<file path="src/design/sar_pkg.sv">
package sar_pkg;

  // Widened coordinate used for the swept box and table edges.
  localparam int C_W = 34;
  // Widened signed distance.
  localparam int D_W = 35;

  typedef logic signed [C_W-1:0] coord_t;
  typedef logic signed [D_W-1:0] dist_t;

  // Item command codes.
  localparam logic CMD_WRITE = 1'b0;
  localparam logic CMD_MOVE  = 1'b1;

  // Axis codes.
  localparam logic AXIS_X = 1'b0;
  localparam logic AXIS_Y = 1'b1;

  // Saturation bounds of the 32-bit result, in widened form.
  localparam coord_t SAT_MAX = {{(C_W-31){1'b0}}, {31{1'b1}}};
  localparam coord_t SAT_MIN = {{(C_W-31){1'b1}}, {31{1'b0}}};

  typedef enum logic [2:0] {
    ST_CLEAR,
    ST_IDLE,
    ST_SETUP,
    ST_SCAN,
    ST_DRAIN,
    ST_FINISH
  } state_t;

  // One table entry as held in the box memory.
  typedef struct packed {
    logic signed [31:0] left;
    logic signed [31:0] top;
    logic [30:0]        width;
    logic [30:0]        height;
    logic               collidable;
  } entry_t;

  // Swept box of the move under way, handed to the test unit.
  typedef struct packed {
    coord_t             x_lo;
    coord_t             x_hi;
    coord_t             y_lo;
    coord_t             y_hi;
    logic signed [31:0] cur;
    logic               axis;
  } sweep_t;

  // Nearest blocking box found so far.
  typedef struct packed {
    logic               found;
    logic signed [31:0] near;
    logic [30:0]        ext;
  } best_t;

  function automatic coord_t sext_c(input logic signed [31:0] v);
    sext_c = {{(C_W-32){v[31]}}, v};
  endfunction

  function automatic coord_t zext_c(input logic [30:0] v);
    zext_c = {{(C_W-31){1'b0}}, v};
  endfunction

  function automatic dist_t sext_d(input logic signed [31:0] v);
    sext_d = {{(D_W-32){v[31]}}, v};
  endfunction

  function automatic dist_t zext_d(input logic [30:0] v);
    zext_d = {{(D_W-31){1'b0}}, v};
  endfunction

  function automatic dist_t abs_d(input dist_t v);
    abs_d = v[D_W-1] ? -v : v;
  endfunction

endpackage

</file>
<file path="src/design/sar_test_unit.sv">
module sar_test_unit import sar_pkg::*; #(
  parameter int IDX_W = 6
) (
  input  logic             clk,
  input  logic             rst,
  input  logic             clear,
  input  logic             in_valid,
  input  logic [IDX_W-1:0] in_idx,
  input  entry_t           entry,
  input  sweep_t           sweep,
  input  logic [IDX_W-1:0] mover,
  output logic             pipe_busy,
  output best_t            best,
  output logic [IDX_W-1:0] best_idx
);

  // Stage 1 registers: overlap passed, edge distance to the near side.
  logic               v1;
  logic [IDX_W-1:0]   idx1;
  logic signed [31:0] near1;
  logic [30:0]        ext1;
  dist_t              diff1;

  // Stage 2 registers.
  logic               v2;
  logic [IDX_W-1:0]   idx2;
  logic signed [31:0] near2;
  logic [30:0]        ext2;
  dist_t              diff2;
  dist_t              ad1;

  // Stage 3 registers.
  logic               v3;
  logic [IDX_W-1:0]   idx3;
  logic signed [31:0] near3;
  logic [30:0]        ext3;
  dist_t              d3;

  dist_t              best_d;

  coord_t             ex_lo;
  coord_t             ex_hi;
  coord_t             ey_lo;
  coord_t             ey_hi;
  logic               overlap;
  logic               take;
  logic signed [31:0] near_sel;
  logic [30:0]        ext_sel;
  dist_t              ad2;

  // Strict overlap of the table box against the swept box.
  always_comb begin
    ex_lo    = sext_c(entry.left);
    ex_hi    = ex_lo + zext_c(entry.width);
    ey_lo    = sext_c(entry.top);
    ey_hi    = ey_lo + zext_c(entry.height);
    overlap  = (sweep.x_lo < ex_hi) && (sweep.x_hi > ex_lo) &&
               (sweep.y_lo < ey_hi) && (sweep.y_hi > ey_lo);
    take     = in_valid && entry.collidable && (in_idx != mover) && overlap;
    near_sel = (sweep.axis == AXIS_Y) ? entry.top : entry.left;
    ext_sel  = (sweep.axis == AXIS_Y) ? entry.height : entry.width;
    ad2      = abs_d(diff2);
  end

  assign pipe_busy = v1 | v2 | v3;

  // Valid bits of the three stages.
  always_ff @(posedge clk) begin
    if (rst) begin
      v1 <= 1'b0;
      v2 <= 1'b0;
      v3 <= 1'b0;
    end else begin
      v1 <= take;
      v2 <= v1;
      v3 <= v2;
    end
  end

  // Distance pipeline: near edge, far edge, then the smaller of the two.
  always_ff @(posedge clk) begin
    idx1  <= in_idx;
    near1 <= near_sel;
    ext1  <= ext_sel;
    diff1 <= sext_d(near_sel) - sext_d(sweep.cur);

    idx2  <= idx1;
    near2 <= near1;
    ext2  <= ext1;
    diff2 <= diff1 + zext_d(ext1);
    ad1   <= abs_d(diff1);

    idx3  <= idx2;
    near3 <= near2;
    ext3  <= ext2;
    d3    <= (ad1 < ad2) ? ad1 : ad2;
  end

  // Keep the nearest hit; entries arrive in rising index order, so a tie
  // keeps the earlier one.
  always_ff @(posedge clk) begin
    if (rst || clear) begin
      best.found <= 1'b0;
    end else if (v3 && (!best.found || d3 < best_d)) begin
      best.found <= 1'b1;
    end
    if (v3 && (!best.found || d3 < best_d)) begin
      best_d    <= d3;
      best_idx  <= idx3;
      best.near <= near3;
      best.ext  <= ext3;
    end
  end

endmodule

</file>
<file path="config.mk">
export PLATFORM = sky130hd
export DESIGN_NAME = sar_test_unit
export DESIGN_NICKNAME = d
export VERILOG_FILES = /design/src/design/sar_pkg.sv /design/src/design/sar_test_unit.sv
export SDC_FILE = /design/constraint.sdc
export NUM_CORES = 1
export LEC_CHECK = 0
export ABC_AREA = 0
export BUFFER_PORTS_ARGS = -buffer_cell sky130_fd_sc_hd__clkbuf_2
export CORE_AREA = 2 2 245 247
export CTS_CLUSTER_SIZE = 12
export DETAILED_ROUTE_END_ITERATION = 7
export DIE_AREA = 0 0 247 249
export PLACE_DENSITY_LB_ADDON = 0.15
export SYNTH_ARGS = -nofsm -noshare
export SYNTH_HDL_FRONTEND = slang
export SYNTH_SLANG_ARGS = --single-unit
</file>
<file path="constraint.sdc">
create_clock -name clk -period 8.6 [get_ports clk]
set_input_delay 1.72 -clock clk [delete_from_list [all_inputs] [get_ports clk]]
set_output_delay 1.72 -clock clk [all_outputs]
set_load 0.03 [all_outputs]
</file>
== After elaboration in Yosys (flattened, before gate mapping) ==
Index checks and enable logic that the tools add are counted.

* Register bits: 453
* Output and inout port bits: 71
* Input port bits: 312

* Reduce and logical (&&, ||, !) cells: 10
* Bitwise logic cells: 2
* Multiplexer cells: 5
* Magnitude comparators: 6
* $add $sub $neg: 6
* Equality and inequality tests: 1

{| class="wikitable"
|+ Operators by type and width
! cell !! number
|-
| $lt A35 B35 Y1 || 2
|-
| $mux W35 || 2
|-
| $gt A34 B32 Y1 || 2
|-
| $lt A34 B33 Y1 || 2
|-
| $add A32 B32 Y33 || 2
|-
| $neg A33 Y35 || 1
|-
| $neg A35 Y35 || 1
|-
| $add A33 B32 Y34 || 1
|-
| $mux W34 || 1
|-
| $sub A32 B32 Y33 || 1
|-
| $mux W32 || 1
|-
| $mux W31 || 1
|-
| $logic_and A1 B1 Y1 || 7
|-
| $ne A6 B6 Y1 || 1
|-
| $logic_or A1 B1 Y1 || 2
|-
| $or A1 B1 Y1 || 2
|-
| $logic_not A1 Y1 || 1
|}

== Logic depth before layout (Yosys ltp) ==
* Depth in word-level cells: 6
* Mapped depth: 22

== Worst setup path after synthesis ==
Ideal clock, no wire load.

* Kind: flip-flop to flip-flop
* Start point: reg best_d[20]
* End point: reg best[0] in the netlist's numbering (enable)
* Buffers on the path: 0
* Path slack: 0.636 ns
* Library setup time: 0.629 ns
* Stages on the path, launching flop included: 13
* Arrival time: 7.335 ns
* Required time: 7.971 ns
* Path through: edfxtp_1 > inv_1 > ha_1 > a21o_1 > a21o_1 > a21o_1 > a21o_1 > a21o_1 > a21o_1 > a221o_1 > a21oi_1 > o31ai_1 > a31oi_1

* Word-level cells in the longest chain between the ends: 3

{| class="wikitable"
|+ Ends and longest elaborated chain
! element !! line !! RTL
|-
| from (decl) || sar_test_unit.sv:39 || <nowiki>dist_t best_d;</nowiki>
|-
| from (signal assigned) || sar_test_unit.sv:108 || <nowiki>best_d <= d3;</nowiki>
|-
| $lt A35 B35 Y1 || sar_test_unit.sv:107 || <nowiki>if (v3 && (!best.found || d3 < best_d)) begin</nowiki>
|-
| $logic_or A1 B1 Y1 || sar_test_unit.sv:107 ||
|-
| $logic_and A1 B1 Y1 || sar_test_unit.sv:107 ||
|-
| to (decl) || sar_test_unit.sv:13 || <nowiki>output best_t best,</nowiki>
|}

Every way passes these cells.
A chain may end at the register's enable or synchronous reset.

== Final worst setup path ==
* Start point: in entry[33] in the netlist's numbering
* End point: reg v1

* Word-level cells in the longest chain between the ends: 6

{| class="wikitable"
|+ Ends and longest elaborated chain
! element !! line !! RTL
|-
| from (decl) || sar_test_unit.sv:9 || <nowiki>input entry_t entry,</nowiki>
|-
| $add A32 B32 Y33 || sar_test_unit.sv:54 || <nowiki>ex_hi = ex_lo + zext_c(entry.width);</nowiki>
|-
| $lt A34 B33 Y1 || sar_test_unit.sv:57 || <nowiki>overlap = (sweep.x_lo < ex_hi) && (sweep.x_hi > ex_lo) &&</nowiki>
|-
| $logic_and A1 B1 Y1 (2 in a row) || sar_test_unit.sv:57 ||
|-
| $logic_and A1 B1 Y1 || sar_test_unit.sv:58 || <nowiki>(sweep.y_lo < ey_hi) && (sweep.y_hi > ey_lo);</nowiki>
|-
| $logic_and A1 B1 Y1 || sar_test_unit.sv:59 || <nowiki>take = in_valid && entry.collidable && (in_idx != mover) && overlap;</nowiki>
|-
| to (signal assigned) || sar_test_unit.sv:74 || <nowiki>v1 <= take;</nowiki>
|-
| to (decl) || sar_test_unit.sv:18 || <nowiki>logic v1;</nowiki>
|}

Every way passes these cells.

==> results.py <==
metrics = {
    "yosys": {
        "yosys_warnings": 0,
        "ys_seq_elements": 452,
        "synth_compound_area_share_pct": 15.8,
        "yosys.area_share.simple_pct": 9.57,
        "synth_most_common_cell": "dfxtp_1",
        "synth_top_family_by_area": "adder cells",
        "synth_edf_count": 104,
        "synthArstFlopShare_pct": 0,
        "synthCells": 2292,
        "ys_seq_area_share_pct": 43.1,
        "yosysTopAreaCellShare_pct": 29.7,
        "synth-xor-area-share_pct": 6.51,
        "synth_area_leaders": "dfxtp_1 (30%), ha_1 (18%), edfxtp_1 (13%)",
        "synth_common_cells": "dfxtp_1 (348), ha_1 (329), inv_1 (215)",
        "ys_types": 76,
        "synthAdderAreaFrac_pct": 17.9,
        "syn_area_per_cell_sq_um": 10.2,
        "dominantRegCellSynth": "dfxtp_1",
        "synth.area.mux_share_pct": 3.21,
        "synth_top_area_cell": "dfxtp_1",
        "netlist_area_sq_mm": 0.0234,
    },
    "timing": {
        "drv_slew": 0,
        "clock_skew_ns": 0.0161,
        "holdWs_ns": 0.316,
        "maxSlewHeadroom_pct": 43.3,
        "tns_ns": 0,
        "post-route-period-util_pct": 74.0,
        "max_clock_freq_mhz": 157,
        "period_needed_ns": 6.36,
        "rsz0062_at_grt": "false",
        "setup_viol": 0,
        "worst_slew_pin_slew_ns": 0.851,
        "hold_viol": 0,
    },
    "placement": {
        "place_hpwl_microns": 58800,
        "place_congestion": 0.931,
        "io_buffers": 382,
    },
    "cts": {
        "ctsHoldBuffers": 0,
        "cts_sinks": 452,
        "h-tree-depth": 2,
        "cts_setup_buffers": 0,
        "clk_pin_slew_worst_paths_ns": 0.07,
        "cts_buffers": 47,
        "cts-root-buf": "clkbuf_16",
        "tritoncts": "built",
        "cts.repair.resized": 0,
        "clk_latency_ns": 0.55,
        "cts_buffer_depth": 3,
    },
    "layout": {
        "areaGrowthSynthToFinish_pct": 18.4,
        "drive_gt1_share_pct": 18.6,
        "nFillCells": 5518,
        "fin_nets": 3349,
    },
    "global_route": {
        "grt_usage_pct": 22.2,
        "grt_antenna_before_repair": 28,
        "top_usage_layer": "met2",
        "grt_max_degree": 63,
        "overflow": 0,
        "grt_pass1_vias": 18394,
        "grtUsageMet3_pct": 4.56,
        "use_met1_pct": 28.0,
        "grt_pass1_wl_microns": 104000,
        "met2_usage_pct": 38.4,
    },
    "worst_setup_path": {
        "required_ns": 9.06,
        "crit_type": "in -> reg",
        "reg2reg_to": "d3[0]",
        "worstPathArrival_ns": 6.82,
        "cp-start-kind": "primary input",
        "crit_start": "entry[33]",
        "rr_startpoint": "diff2[3]",
        "r2r_cells": 16,
        "cp_max_fo": 4,
        "r2r_slack_ns": 3.55,
        "crit_path_end_kind": "flip-flop",
    },
    "min_path": {
        "whs_path_depth": 0,
        "hp-start": "ext2[17]",
        "hold_path_class": "reg -> reg",
        "hold_end": "ext3[17]",
    },
    "drt": {
        "vias_per_cell": 5.08,
        "drcViolationCount": 0,
        "drtIter0Drc": 820,
        "wl_microns": 68800,
        "first_pass_iters": 5,
        "vias": 17898,
        "wl_per_cell_microns": 19.5,
        "ant_nets": 0,
    },
    "die": {
        "core_area_sq_mm": 0.0587,
        "die_area_sq_mm": 0.0615,
        "die_w_microns": 247,
        "initial_core_util_pct": 39.9,
        "die_y_microns": 249,
        "io_pins": 383,
        "num_rows": 89,
    },
    "run": {
        "drv_cap": 0,
    },
    "outcome": {
        "outcome": "complete, no violations",
    },
    "power_and_ir_drop": {
        "power.density_mw_per_mm2": 251,
        "ir_worst_vdd_mv": 0.161,
        "leakage_nw": 13.4,
    },
}
==> logic make-up after synthesis <==
| group | Yosys count |
|---|---|
| DFF | 452 |
| and+or+nand+nor | 442 |
| adders and majority gates | 333 |
| muxes | 71 |
| xor gates and xnor gates | 174 |
| other | 2 |
| buffers and inverters | 241 |
| AOI/OAI and AO/OA | 577 |
==> worst max-delay path: stages <==
cell and delay, ns:
clkbuf_2 0.11, ha_1 0.29, a21o_1 0.17, a21oi_1 0.35, nor2_1 0.12, o21ai_0 0.54
o221a_2 0.40, o2111ai_1 0.27, a311oi_1 0.55, a2bb2oi_1 0.27, o31ai_1 0.11, ha_1 0.30
a21o_1 0.16, a21o_1 0.17, a21o_1 0.17, a21oi_1 0.13, nor2b_1 0.05, o21ai_0 0.16
nand3_1 0.10, a211oi_1 0.26, o21ai_0 0.16, nor4_1 0.27
==> layout make-up <==
cell class / instances / area, sq um / share of cell area (%)
Inverter: 215 / 807 / 2.91
Clock inverter: 14 / 111 / 0.402
Sequential cell: 452 / 10100 / 36.4
Antenna cell: 12 / 30.0 / 0.108
Tap cell: 773 / 967 / 3.49
Multi-Input combinational cell: 1600 / 12500 / 44.9
Timing Repair Buffer: 388 / 1960 / 7.06
Clock buffer: 72 / 1310 / 4.73
==> placed cells by master, fill, tap and decap left out, types with 17 or more instances in the layout <==
| cell type | netlist | layout |
|---|---|---|
| clkbuf_2 | 0 | 381 |
| dfxtp_1 | 348 | 348 |
| ha_1 | 329 | 329 |
| inv_1 | 215 | 215 |
| a21oi_1 | 153 | 153 |
| o21ai_0 | 138 | 138 |
| nand2_1 | 132 | 132 |
| a21o_1 | 115 | 115 |
| edfxtp_1 | 104 | 104 |
| xnor2_1 | 97 | 97 |
| nor2_1 | 96 | 96 |
| xor2_1 | 77 | 77 |
| clkbuf_16 | 0 | 48 |
| nand4_1 | 41 | 41 |
| mux2i_1 | 39 | 39 |
| mux2_2 | 32 | 32 |
| nor2b_1 | 31 | 31 |
| o21a_1 | 30 | 30 |
| o31ai_1 | 26 | 26 |
| nand2b_1 | 25 | 25 |
| nand3_1 | 22 | 22 |
| clkbuf_1 | 21 | 22 |
| nor3_1 | 17 | 17 |
==> per-layer routing <==
layer | vias to the layer above | share of wire (%)
met5 | - | 0.23
met3 | 107 | 5.4
li1 | 9059 | -
met2 | 402 | 48
met1 | 8304 | 44
met4 | 26 | 2.3
==> where the power goes <==
part,switching (mW),total [mW],internal (mW)
clock,0.787,1.87,1.08
sequential,0.257,2.83,2.57
combinational,1.22,2.26,1.04
total,2.26,6.96,4.69
==> registers in the layout, indices dropped and copies added, names as in the netlist, 6 cells and up <==
| register | cells |
|---|---|
| best_d | 35 |
| diff1 | 33 |
| idx3 | 6 |
| near3 | 32 |
| best_idx | 6 |
| ext3 | 31 |
| diff2 | 34 |
| near2 | 32 |
| ext1 | 31 |
| ext2 | 31 |
| near1 | 32 |
| idx1 | 6 |
| d3 | 35 |
| best | 64 |
| idx2 | 6 |
| ad1 | 35 |
==> worst max-delay path by stage <==
stage	end	slack [ns]	cells past startpoint
floorplan	best[0]	0.64	12
global placement	v1	1.81	22
detailed placement	v1	1.74	22
CTS	v1	2.30	22
global route	v1	1.84	23
finish	v1	2.24	22
==> metrics by stage <==
step	setup slack, ns	power (mW)	cell area, sq um	std cells	util [%]
after floorplan	0.636	4.47	23400	2293	-
after global placement	1.81	5.09	26300	3428	44.8
after detailed placement	1.74	5.14	26300	3428	44.8
after CTS	2.30	7.04	27700	3514	47.2
after global routing	1.84	7.49	27700	3521	47.2
final	2.24	6.96	27700	3526	47.3
No activity file was read; power rests on OpenSTA's default activity.
